`src/dqs_pkg.sv`:
```
// Shared types and constants for the double-ended queue with search.
`default_nettype none
package dqs_pkg;

    localparam int MODE_W  = 3;
    localparam int VALUE_W = 32;
    localparam int STAT_W  = 2;
    localparam int POS_W   = 6;
    localparam int OCC_W   = 7;

    typedef enum logic [MODE_W-1:0] {
        M_INS_FRONT = 3'd0,
        M_INS_BACK  = 3'd1,
        M_REM_FRONT = 3'd2,
        M_REM_BACK  = 3'd3,
        M_SEARCH    = 3'd4
    } t_mode;

    typedef enum logic [STAT_W-1:0] {
        ST_OK       = 2'd0,
        ST_FULL     = 2'd1,
        ST_EMPTY    = 2'd2,
        ST_NOTFOUND = 2'd3
    } t_status;

endpackage
`default_nettype wire

```
`src/dqs_ring.sv`:
```
// Ring slot adder: (base + offset) modulo the ring depth.
`default_nettype none
module dqs_ring #(
    parameter int DEPTH = 64,
    parameter int PW    = 6,
    parameter int CW    = 7
) (
    input  wire logic [PW-1:0] i_base,
    input  wire logic [CW-1:0] i_offset,
    output logic      [PW-1:0] o_slot
);

    localparam int SW = ((PW > CW) ? PW : CW) + 1;
    localparam logic [SW-1:0] C_DEPTH = SW'(DEPTH);

    logic [SW-1:0] w_sum;
    logic [SW-1:0] w_wrap;

    // base < DEPTH and offset <= DEPTH, so one subtract folds the sum back
    assign w_sum  = SW'(i_base) + SW'(i_offset);
    assign w_wrap = (w_sum >= C_DEPTH) ? (w_sum - C_DEPTH) : w_sum;
    assign o_slot = w_wrap[PW-1:0];

endmodule
`default_nettype wire

```
`src/dqs_store.sv`:
```
// Entry store: single write port, single registered read port.
`default_nettype none
module dqs_store
    import dqs_pkg::*;
#(
    parameter int DEPTH = 64,
    parameter int PW    = 6
) (
    input  wire logic               i_clk,
    input  wire logic               i_we,
    input  wire logic [PW-1:0]      i_waddr,
    input  wire logic [VALUE_W-1:0] i_wdata,
    input  wire logic               i_re,
    input  wire logic [PW-1:0]      i_raddr,
    output logic      [VALUE_W-1:0] o_rdata
);

    logic [VALUE_W-1:0] r_mem [DEPTH];
    logic [VALUE_W-1:0] r_rdata;

    always_ff @(posedge i_clk) begin
        if (i_we) begin
            r_mem[i_waddr] <= i_wdata;
        end
        if (i_re) begin
            r_rdata <= r_mem[i_raddr];
        end
    end

    assign o_rdata = r_rdata;

endmodule
`default_nettype wire

```
`src/deque_with_search_core.sv`:
```
// Top level: double-ended queue of signed words with linear search.
//
//  channel | direction | handshake          | payload
//  --------+-----------+--------------------+--------------------------------------
//  in      | input     | i_valid / o_ready  | i_mode, i_value
//  out     | output    | o_valid / i_ready  | o_removed_value, o_status,
//          |           |                    | o_position, o_occupancy
//
//  Steps: an insert or an unused code goes from idle straight to the finish state;
//  a removal passes through the read-wait state (not on an empty list). A search
//  walks the entries from the front in the search state until a match or the last
//  entry; the single read port of the entry store delivers one entry per cycle to
//  the shared comparator.
//  Reset (synchronous, active low) empties the list; the store is not cleared.
//  One word is in work at a time; o_ready is high only in the idle state.
//  A finished result waits in the output register, and the next word is taken
//  while it waits; a new result stalls in the finish state until that
//  register is free.
`default_nettype none
module deque_with_search_core
    import dqs_pkg::*;
#(
    parameter int CAPACITY = 64
) (
    input  wire logic                      i_clk,
    input  wire logic                      i_rst_n,
    input  wire logic                      i_valid,
    output logic                           o_ready,
    input  wire logic        [MODE_W-1:0]  i_mode,
    input  wire logic signed [VALUE_W-1:0] i_value,
    output logic                           o_valid,
    input  wire logic                      i_ready,
    output logic signed      [VALUE_W-1:0] o_removed_value,
    output logic             [STAT_W-1:0]  o_status,
    output logic             [POS_W-1:0]   o_position,
    output logic             [OCC_W-1:0]   o_occupancy
);

    localparam int PW = (CAPACITY > 1) ? $clog2(CAPACITY) : 1;
    localparam int CW = $clog2(CAPACITY + 1);
    localparam int PX = (PW > POS_W) ? PW : POS_W;
    localparam int OX = (CW > OCC_W) ? CW : OCC_W;

    localparam logic [PW-1:0] C_LAST = PW'(CAPACITY - 1);
    localparam logic [CW-1:0] C_FULL = CW'(CAPACITY);

    typedef enum logic [1:0] {
        S_IDLE,
        S_RDWAIT,
        S_SEARCH,
        S_FINISH
    } t_state;

    t_state r_state, n_state;

    // list state
    logic [PW-1:0] r_front, n_front;
    logic [CW-1:0] r_count, n_count;

    // search walk: slot of the next read and index of the entry now compared
    logic [PW-1:0]      r_slot, n_slot;
    logic [PW-1:0]      r_cidx, n_cidx;
    logic [VALUE_W-1:0] r_value, n_value;

    // pending result
    logic [VALUE_W-1:0] r_res_removed, n_res_removed;
    t_status            r_res_status, n_res_status;
    logic [PW-1:0]      r_res_pos, n_res_pos;

    // output register
    logic               r_out_valid, n_out_valid;
    logic [VALUE_W-1:0] r_out_removed, n_out_removed;
    t_status            r_out_status, n_out_status;
    logic [PW-1:0]      r_out_pos, n_out_pos;
    logic [CW-1:0]      r_out_occ, n_out_occ;

    // store port
    logic               w_we;
    logic [PW-1:0]      w_waddr;
    logic               w_re;
    logic [PW-1:0]      w_raddr;
    logic [VALUE_W-1:0] w_rdata;

    // ring arithmetic
    logic [CW-1:0] w_ring_off;
    logic [PW-1:0] w_ring_slot;
    logic [PW-1:0] w_front_dec;
    logic [PW-1:0] w_front_inc;
    logic [PW-1:0] w_slot_inc;
    logic          w_empty;
    logic          w_full;
    logic          w_match;
    logic          w_last;

    logic [PX-1:0] w_pos_ext;
    logic [OX-1:0] w_occ_ext;

    assign w_empty     = (r_count == '0);
    assign w_full      = (r_count == C_FULL);
    assign w_front_dec = (r_front == '0) ? C_LAST : (r_front - 1'b1);
    assign w_front_inc = (r_front == C_LAST) ? '0 : (r_front + 1'b1);
    assign w_slot_inc  = (r_slot == C_LAST) ? '0 : (r_slot + 1'b1);

    // back removal reads the last entry, back insertion writes just past it
    assign w_ring_off = (t_mode'(i_mode) == M_REM_BACK) ? (r_count - 1'b1) : r_count;

    dqs_ring #(
        .DEPTH (CAPACITY),
        .PW    (PW),
        .CW    (CW)
    ) u_ring (
        .i_base   (r_front),
        .i_offset (w_ring_off),
        .o_slot   (w_ring_slot)
    );

    dqs_store #(
        .DEPTH (CAPACITY),
        .PW    (PW)
    ) u_store (
        .i_clk   (i_clk),
        .i_we    (w_we),
        .i_waddr (w_waddr),
        .i_wdata (i_value),
        .i_re    (w_re),
        .i_raddr (w_raddr),
        .o_rdata (w_rdata)
    );

    // shared comparator and end-of-list check for the search walk
    assign w_match = (w_rdata == r_value);
    assign w_last  = (CW'(r_cidx) == (r_count - 1'b1));

    always_comb begin
        n_state       = r_state;
        n_front       = r_front;
        n_count       = r_count;
        n_slot        = r_slot;
        n_cidx        = r_cidx;
        n_value       = r_value;
        n_res_removed = r_res_removed;
        n_res_status  = r_res_status;
        n_res_pos     = r_res_pos;
        n_out_valid   = r_out_valid;
        n_out_removed = r_out_removed;
        n_out_status  = r_out_status;
        n_out_pos     = r_out_pos;
        n_out_occ     = r_out_occ;
        w_we          = 1'b0;
        w_waddr       = w_ring_slot;
        w_re          = 1'b0;
        w_raddr       = r_front;

        // drop the held result once taken
        if (r_out_valid && i_ready) begin
            n_out_valid = 1'b0;
        end

        case (r_state)
            S_IDLE: begin
                if (i_valid) begin
                    n_value       = i_value;
                    n_res_removed = '0;
                    n_res_status  = ST_OK;
                    n_res_pos     = '0;
                    n_state       = S_FINISH;
                    case (t_mode'(i_mode))
                        M_INS_FRONT: begin
                            if (w_full) begin
                                n_res_status = ST_FULL;
                            end else begin
                                w_we    = 1'b1;
                                w_waddr = w_front_dec;
                                n_front = w_front_dec;
                                n_count = r_count + 1'b1;
                            end
                        end
                        M_INS_BACK: begin
                            if (w_full) begin
                                n_res_status = ST_FULL;
                            end else begin
                                w_we    = 1'b1;
                                w_waddr = w_ring_slot;
                                n_count = r_count + 1'b1;
                            end
                        end
                        M_REM_FRONT: begin
                            if (w_empty) begin
                                n_res_status = ST_EMPTY;
                            end else begin
                                w_re    = 1'b1;
                                w_raddr = r_front;
                                n_front = w_front_inc;
                                n_count = r_count - 1'b1;
                                n_state = S_RDWAIT;
                            end
                        end
                        M_REM_BACK: begin
                            if (w_empty) begin
                                n_res_status = ST_EMPTY;
                            end else begin
                                w_re    = 1'b1;
                                w_raddr = w_ring_slot;
                                n_count = r_count - 1'b1;
                                n_state = S_RDWAIT;
                            end
                        end
                        M_SEARCH: begin
                            if (w_empty) begin
                                n_res_status = ST_NOTFOUND;
                            end else begin
                                // fetch the front entry, point at the next one
                                w_re    = 1'b1;
                                w_raddr = r_front;
                                n_slot  = w_front_inc;
                                n_cidx  = '0;
                                n_state = S_SEARCH;
                            end
                        end
                        default: begin
                            // unused mode: nothing changes
                        end
                    endcase
                end
            end
            S_RDWAIT: begin
                n_res_removed = w_rdata;
                n_state       = S_FINISH;
            end
            S_SEARCH: begin
                if (w_match) begin
                    n_res_pos = r_cidx;
                    n_state   = S_FINISH;
                end else if (w_last) begin
                    n_res_status = ST_NOTFOUND;
                    n_state      = S_FINISH;
                end else begin
                    // fetch the next entry while this one is compared
                    w_re    = 1'b1;
                    w_raddr = r_slot;
                    n_slot  = w_slot_inc;
                    n_cidx  = r_cidx + 1'b1;
                end
            end
            S_FINISH: begin
                // advance the result into the output register once it is free
                if (!r_out_valid || i_ready) begin
                    n_out_valid   = 1'b1;
                    n_out_removed = r_res_removed;
                    n_out_status  = r_res_status;
                    n_out_pos     = r_res_pos;
                    n_out_occ     = r_count;
                    n_state       = S_IDLE;
                end
            end
            default: begin
                n_state = S_IDLE;
            end
        endcase
    end

    always_ff @(posedge i_clk) begin
        if (!i_rst_n) begin
            r_state     <= S_IDLE;
            r_front     <= '0;
            r_count     <= '0;
            r_out_valid <= 1'b0;
        end else begin
            r_state     <= n_state;
            r_front     <= n_front;
            r_count     <= n_count;
            r_out_valid <= n_out_valid;
        end
        r_slot        <= n_slot;
        r_cidx        <= n_cidx;
        r_value       <= n_value;
        r_res_removed <= n_res_removed;
        r_res_status  <= n_res_status;
        r_res_pos     <= n_res_pos;
        r_out_removed <= n_out_removed;
        r_out_status  <= n_out_status;
        r_out_pos     <= n_out_pos;
        r_out_occ     <= n_out_occ;
    end

    // fit position and occupancy to the port widths
    assign w_pos_ext = PX'(r_out_pos);
    assign w_occ_ext = OX'(r_out_occ);

    assign o_ready         = (r_state == S_IDLE);
    assign o_valid         = r_out_valid;
    assign o_removed_value = r_out_removed;
    assign o_status        = r_out_status;
    assign o_position      = w_pos_ext[POS_W-1:0];
    assign o_occupancy     = w_occ_ext[OCC_W-1:0];

endmodule
`default_nettype wire

```
`config.mk`:
```
export PLATFORM = sky130hd
export DESIGN_NAME = deque_with_search_core
export DESIGN_NICKNAME = d
export VERILOG_FILES = /design/src/dqs_pkg.sv /design/src/dqs_ring.sv /design/src/dqs_store.sv /design/src/deque_with_search_core.sv
export SDC_FILE = /design/constraint.sdc
export NUM_CORES = 2
export LEC_CHECK = 0
export BUFFER_PORTS_ARGS = -buffer_cell sky130_fd_sc_hd__buf_4
export CAP_MARGIN = 20
export CORE_MARGIN = 8
export CORE_UTILIZATION = 35
export DETAILED_ROUTE_END_ITERATION = 12
export PLACE_DENSITY = 0.54
export SYNTH_ARGS = -nofsm -noshare
export SYNTH_HDL_FRONTEND = slang
export SYNTH_SLANG_ARGS = --single-unit
```
`constraint.sdc`:
```
create_clock -name i_clk -period 5.8 [get_ports i_clk]
set_clock_uncertainty 0.15 [all_clocks]
set_input_delay 0 -clock i_clk [delete_from_list [all_inputs] [get_ports i_clk]]
set_output_delay 0 -clock i_clk [all_outputs]
set_load 0.05 [all_outputs]
```
* Word level (Yosys, flattened, before mapping)
Memory sizes are Yosys's and may differ from the RTL's. A register that Yosys moved wholly into a read port is not among the register bits.
Cells that the tools add are included.
** Word-level totals
- Word-level logic and storage cells :: 139
- Input bits :: 39
- Memories kept :: 1
- Output and inout port bits :: 49
- Bits in registers :: 147
- Bits in writable memories :: 2048
** Operators by class
- Mux-type cells :: 67
- Eq/ne operators :: 25
- Magnitude comparators :: 1
- Add/sub/neg operators :: 8
- Reductions and logical operators :: 23
** Memories
- u_store.r_mem :: depth 64, bits a word 32, read ports 1, clocked after Yosys merged registers in 1, wr ports 1, RTL line dqs_store.sv:18 : logic [VALUE_W-1:0] r_mem [DEPTH];
** Operators with widths (number)
- 6-bit 2-to-1 mux :: 26
- 32-bit one-hot mux with 2 select lines :: 1
- 6-bit one-hot mux with 2 select lines :: 5
- 32-bit == test :: 1
- 32-bit 2-to-1 mux :: 1
- 2-bit != test (second input constant) :: 11
- 7-bit 2-to-1 mux :: 3
- 6-bit by 1-bit adder with 6-bit output (second input constant) :: 3
- 2-bit 2-to-1 mux :: 9
- 1-bit 2-to-1 mux :: 16
- 7-bit one-hot mux with 2 select lines :: 1
- 6-bit == test (second input constant) :: 2
- 6-bit by 1-bit subtractor with 6-bit output (second input constant) :: 2
- 5-bit AND reduction :: 2
- 6-bit by 7-bit adder with 8-bit output :: 1
- 8-bit by 7-bit >= comparator with 1-bit output (second input constant) :: 1
- 2-bit one-hot mux with 2 select lines :: 2
- 2-bit one-hot mux with 4 select lines :: 1
- 2-bit nonzero test :: 4
- 7-bit by 1-bit adder with 7-bit output (second input constant) :: 1
- 6-bit by 7-bit == test with 1-bit output :: 1
- 7-bit == test (second input constant) :: 1
- 7-bit zero test :: 1
- 7-bit by 1-bit subtractor with 7-bit output (second input constant) :: 1
- other kinds (21) :: 27

* Longest topological paths before layout
- Word-level depth :: 9
- Depth in mapped cells :: 21
- Gate-level depth less buffers :: 17

* Hierarchy
From an unflattened synthesis, not the netlist that was laid out.
** Unflattened totals
- Cells, all modules :: 4048
- Area, all modules :: 86272.7 µm²
** By module, submodules not included
- dqs_store :: area each 79359.9 µm², instances 1, cells each 3511, sequential area each 62459.9 µm²
- deque_with_search_core :: area each 6726.5 µm², instances 1, cells each 518, sequential area each 4254.1 µm²
- dqs_ring :: area each 186.4 µm², instances 1, cells each 19, sequential area each 0.0 µm²

* Least setup slack after synthesis
No wires, ideal clock.
- Path type :: register -> register
- From :: register r_count[0]
- To :: memory u_store.r_mem[0][0] (enable)
- Data arrival time :: 4.660 ns
- Required time :: 5.229 ns
- Period minus slack after synthesis :: 5.231 ns
- Slack :: 0.569 ns
- Path buffers :: 1
- Setup time :: 0.421 ns
- Cell stages (with the launch flop) :: 16
- Cell sequence :: dfxtp_1 > clkbuf_1 > inv_1 > ha_1 > or3b_4 > nor2_1 > xor2_1 > ha_1 > nand2b_1 > o221ai_1 > or3b_2 > xnor2_1 > nor2_1 > a21oi_1 > nand3_1 > nor2_1
** Between the ends
- Word-level cells in the longest chain between the ends :: 9
- Elaborated cells between the ends (all ways) :: 17
- Those cells by class :: add/sub (3); order compare (1); eq/ne (1); mux (12)
** Ends and longest elaborated chain
- from (decl) :: RTL line deque_with_search_core.sv:58 : logic [CW-1:0] r_count, n_count;
- from (signal assigned) :: RTL line deque_with_search_core.sv:271 : r_count <= n_count;
- 7-bit by 1-bit subtractor with 7-bit output :: RTL line deque_with_search_core.sv:105 : assign w_ring_off = (t_mode'(i_mode) == M_REM_BACK) ? (r_count - 1'b1) : r_count;
- 7-bit 2-to-1 mux :: RTL line deque_with_search_core.sv:105
- 6-bit by 7-bit adder with 8-bit output :: RTL line dqs_ring.sv:20 : assign w_sum = SW'(i_base) + SW'(i_offset);
- 8-bit by 7-bit >= comparator with 1-bit output / 6-bit by 1-bit subtractor with 6-bit output (equally long branches) :: RTL line dqs_ring.sv:21 : assign w_wrap = (w_sum >= C_DEPTH) ? (w_sum - C_DEPTH) : w_sum;
- 6-bit 2-to-1 mux :: RTL line dqs_ring.sv:21
- 6-bit 2-to-1 mux :: RTL line deque_with_search_core.sv:169 : if (w_full) begin
- 6-bit 2-to-1 mux
- 6-bit 2-to-1 mux :: RTL line deque_with_search_core.sv:161 : if (i_valid) begin
- 6-bit 2-to-1 mux :: RTL line deque_with_search_core.sv:159 : case (r_state)
- to (decl) :: RTL line dqs_store.sv:18
Parallel ways exist; a longest one is shown, timed or not.

* Final worst setup path
- From :: register r_count[0]
- To :: register u_store.r_rdata[17] (netlist: u_store.o_rdata[17]) (read register of u_store.r_mem) (data pin)
** Between the ends
- Word-level cells in the longest chain between the ends :: 9
- Elaborated cells between the ends (all ways) :: 20
- Those cells by class :: add/sub (3); order compare (1); eq/ne (1); mux (14); reduce/logical (1)
** Ends and longest elaborated chain
- 7-bit by 1-bit subtractor with 7-bit output :: RTL line deque_with_search_core.sv:105, deque_with_search_core.sv:132
- 7-bit 2-to-1 mux :: RTL line deque_with_search_core.sv:105
- 6-bit by 7-bit adder with 8-bit output :: RTL line dqs_ring.sv:20
- 8-bit by 7-bit >= comparator with 1-bit output / 6-bit by 1-bit subtractor with 6-bit output (equally long branches) :: RTL line dqs_ring.sv:21
- 6-bit 2-to-1 mux :: RTL line dqs_ring.sv:21
- 6-bit 2-to-1 mux :: RTL line deque_with_search_core.sv:199 : if (w_empty) begin
- 6-bit 2-to-1 mux
- 6-bit 2-to-1 mux :: RTL line deque_with_search_core.sv:161
- 6-bit one-hot mux with 2 select lines :: RTL line deque_with_search_core.sv:159
- to (decl) :: RTL line dqs_store.sv:19 : logic [VALUE_W-1:0] r_rdata;
Parallel ways exist; a longest one is shown, timed or not.
A chain may end at the register's enable or synchronous reset.

==> run metrics <==
outcome=finished, final reports clean; f_max=179.4 MHz; Clk Latency, worst-skew pair=0.87 ns; Async SR Flop Fraction=0; sequential area share after synthesis=0.7510; vias per inst=5.588; Synth Area in Adders=0.002620; Worst setup SP type=flop; Worst VDD drop=0.2884 mV; die width=519.8 um; multiplexer share of the synthesized area=0.04497; kind of end point of the critical path=flop; worst hold path type=in -> reg; clock slew at reported path FFs=0.06 ns; Final setup viols=0; # nets final=6710; final wirelength=302900 um; PwrDens=438.8 mW/mm2; worst-margin pin slew=1.080 ns; Overflow after GRT=0; drt pass-1 iters=6; Pins Over Slew Limit=0; initial DRC count=7455; slowest cell on the critical path=or3_1; antenna violations before repair=25; clock root cell=clkbuf_16; clk buf depth=3; Residual DRC=0; Synth Area in XOR/XNOR=0.007197; Syn-to-layout area delta=18.74%; Die Y=519.8 um; worst path bufs/invs=5; full die area=0.2702 mm2; CTS tree=done; largest net degree at the start of global routing=66; GR Util All Layers=0.2161; Synth Area per Inst=14.53 um2; overall power=46.28 mW; crit path cell chain=inv_1, ha_1, or3b_4, nor3_4, xnor2_1, or3_1, a32oi_2, buf_4, nand2_8, buf_12, buf_4, buf_4, nand2_1, nand3_1, a31oi_1, o22ai_1, or4_1; Post-DP Area=0.09765 mm2; core area=0.2532 mm2; worst path arrival time=6.03 ns; design area=0.1055 mm2; Initial Util=0.3508; Final Non-Filler Cells=10225; simple-gate share of the synthesized area=0.1129; CTS Sinks=2227; Distinct cells, synth=92; most frequent cells in the layout=edfxtp_1 (2211), nand2_1 (1388), buf_4 (524), nand3_1 (442), mux2i_1 (369); commonest non-fill, non-tap cell in the layout=edfxtp_1; EDFF count, synth=2211; largest family of logic cells by synthesized area=simple AND/OR/NAND/NOR gates; worst rel slew slack=0.2801; dpl hpwl=189400 um; Worst path top cell family by delay=simple AND/OR/NAND/NOR gates; routed length per instance=29.62 um; #FFs+latches synth=2227; post-synthesis compound-gate area fraction=0.05823; layout cells sized above 1=0.1565; routability cong.=0.9248; Lkg Pwr=36.37 nW; first-pass GRT wire length=420500 um; WP data required=6.25 ns; Post-Syn Instances=6112; Mapped Nets=6169; critical path class=reg -> reg; CP peak stage delay=0.68 ns; Num CTS Buffers=228; Yosys warning count=0; Post CTS Setup Buffer Count=0; num rows=185; H-tree depth=4; Finished Core Util=0.4165; Vias=57138; Post-synth top flop=edfxtp_1; port buffer count=87; Final Hold Viols=0; Netlist Area Pre-Place=0.08884 mm2; most used cell, CP=buf_4; cell total after placement=9741; vias in the first global route=53676; final critical-path required period=5.573 ns; RSZ-0062 raised after global routing=no; Routed Antenna Nets=0; num ports=88; maxcap violations=0; Max Fanout on Critical Path=21; Final period util=0.9609
-- cells by family (layout without fill, tap and decap cells) --
kind of cell    count (synthesis)  in the layout
compound gates                726            726
xor+xnor                       73             73
fa+ha+maj                      18             18
buf+inv                       395           1133
flops                        2227           2227
mux                           388            388
other cells                     0              9
simple gates                 2285           2285
-- synth_stat cells, drive strengths merged (30+ instances only) --
library cell	instances	area, um2
a32oi	30	270.3
a311oi	82	724.4
nand3	443	2222
clkbuf	85	319.1
mux2i	371	3714
nor2	130	508.0
edfxtp	2211	66390
a211oi	31	250.2
o22ai	97	606.8
buf	280	1622
xor2	47	411.6
and3	141	882.1
inv	30	112.6
and2	41	256.5
a21oi	128	655.6
nand2	1395	5261
o21ai	81	405.4
a31oi	101	644.4
-- state kept, by name (all words and copies together), names as in the netlist, 7 cells and up --
signal,cells
o_removed_value,32
r_res_removed,32
u_store.r_mem,2048
r_count,7
u_store.o_rdata,32
o_occupancy,7
r_value,32
-- worst register-to-register path: stages (launching register included) --
cell and delay (ns):
dfxtp_1 0.31, inv_1 0.09, ha_1 0.30, or3b_4 0.44, nor3_4 0.25, xnor2_1 0.15
or3_1 0.68, a32oi_2 0.36, buf_4 0.20, nand2_8 0.26, buf_12 0.31, buf_4 0.16
buf_4 0.16, nand2_1 0.07, nand3_1 0.08, a31oi_1 0.59, o22ai_1 0.20, or4_1 0.57
-- power by group --
| group | leakage (nW) | total (mW) | internal (mW) | switching (mW) |
|---|---|---|---|---|
| Sequential | 20.1 | 18.8 | 18.3 | 0.462 |
| Combinational | 12.7 | 13.0 | 4.47 | 8.49 |
| Clock | 3.56 | 14.5 | 8.23 | 6.28 |
| Total | 36.4 | 46.3 | 31.0 | 15.2 |
-- area by class of cell --
class | count | area (um2)
diodes | 9 | 22.52
clock buffers | 283 | 5976
clock inverters | 144 | 1338
fillers | 23031 | 147800
inverters | 30 | 112.6
multi-input cells | 3490 | 20620
flip-flops and latches | 2227 | 66710
well taps | 3366 | 4212
repair buffers | 676 | 6481
-- path summary, 6_finish.rpt --
kind / startpoint / endpoint / slack [ns] / cells past startpoint
worst min-delay path: i_mode[0] / r_front[2]$_SDFFE_PN0P_ / 0.07 / 5
worst min register to register: r_res_pos[4]$_SDFFCE_PN0P_ / o_position[4]$_DFFE_PP_ / 0.27 / 0
worst max register to register: r_count[0]$_SDFFE_PN0P_ / u_store.o_rdata[17]$_DFFE_PP_ / 0.23 / 17
worst max-delay path: r_count[0]$_SDFFE_PN0P_ / u_store.o_rdata[17]$_DFFE_PP_ / 0.23 / 17
-- per-layer routing --
metal,vias to the layer above,global-route usage,share of wire
met2,3043,0.3375,0.45
met1,29260,0.2972,0.41
met3,550,0.04667,0.10
li1,24279,-,-
met4,6,0.08031,0.042
met5,-,0,0.00014
-- per-stage QoR --
step           TNS, ns  setup slack (ns)  hold slack [ns]
2_1_floorplan        0            0.5691         -0.05113
3_3_place_gp   -0.7966           -0.3800           0.1521
3_5_place_dp         0           0.05018           0.1552
4_1_cts              0           0.01675         0.002922
5_1_grt              0           0.01247          0.08755
6_report             0            0.2268          0.07207
-- what timing repair did --
action	in CTS	in global routing
hold buffers	48	0
gates resized for setup	0	5
endpoints found under the hold margin	2197	0
setup endpoints to repair	0	21
Power figures use the tool's default switching activity.
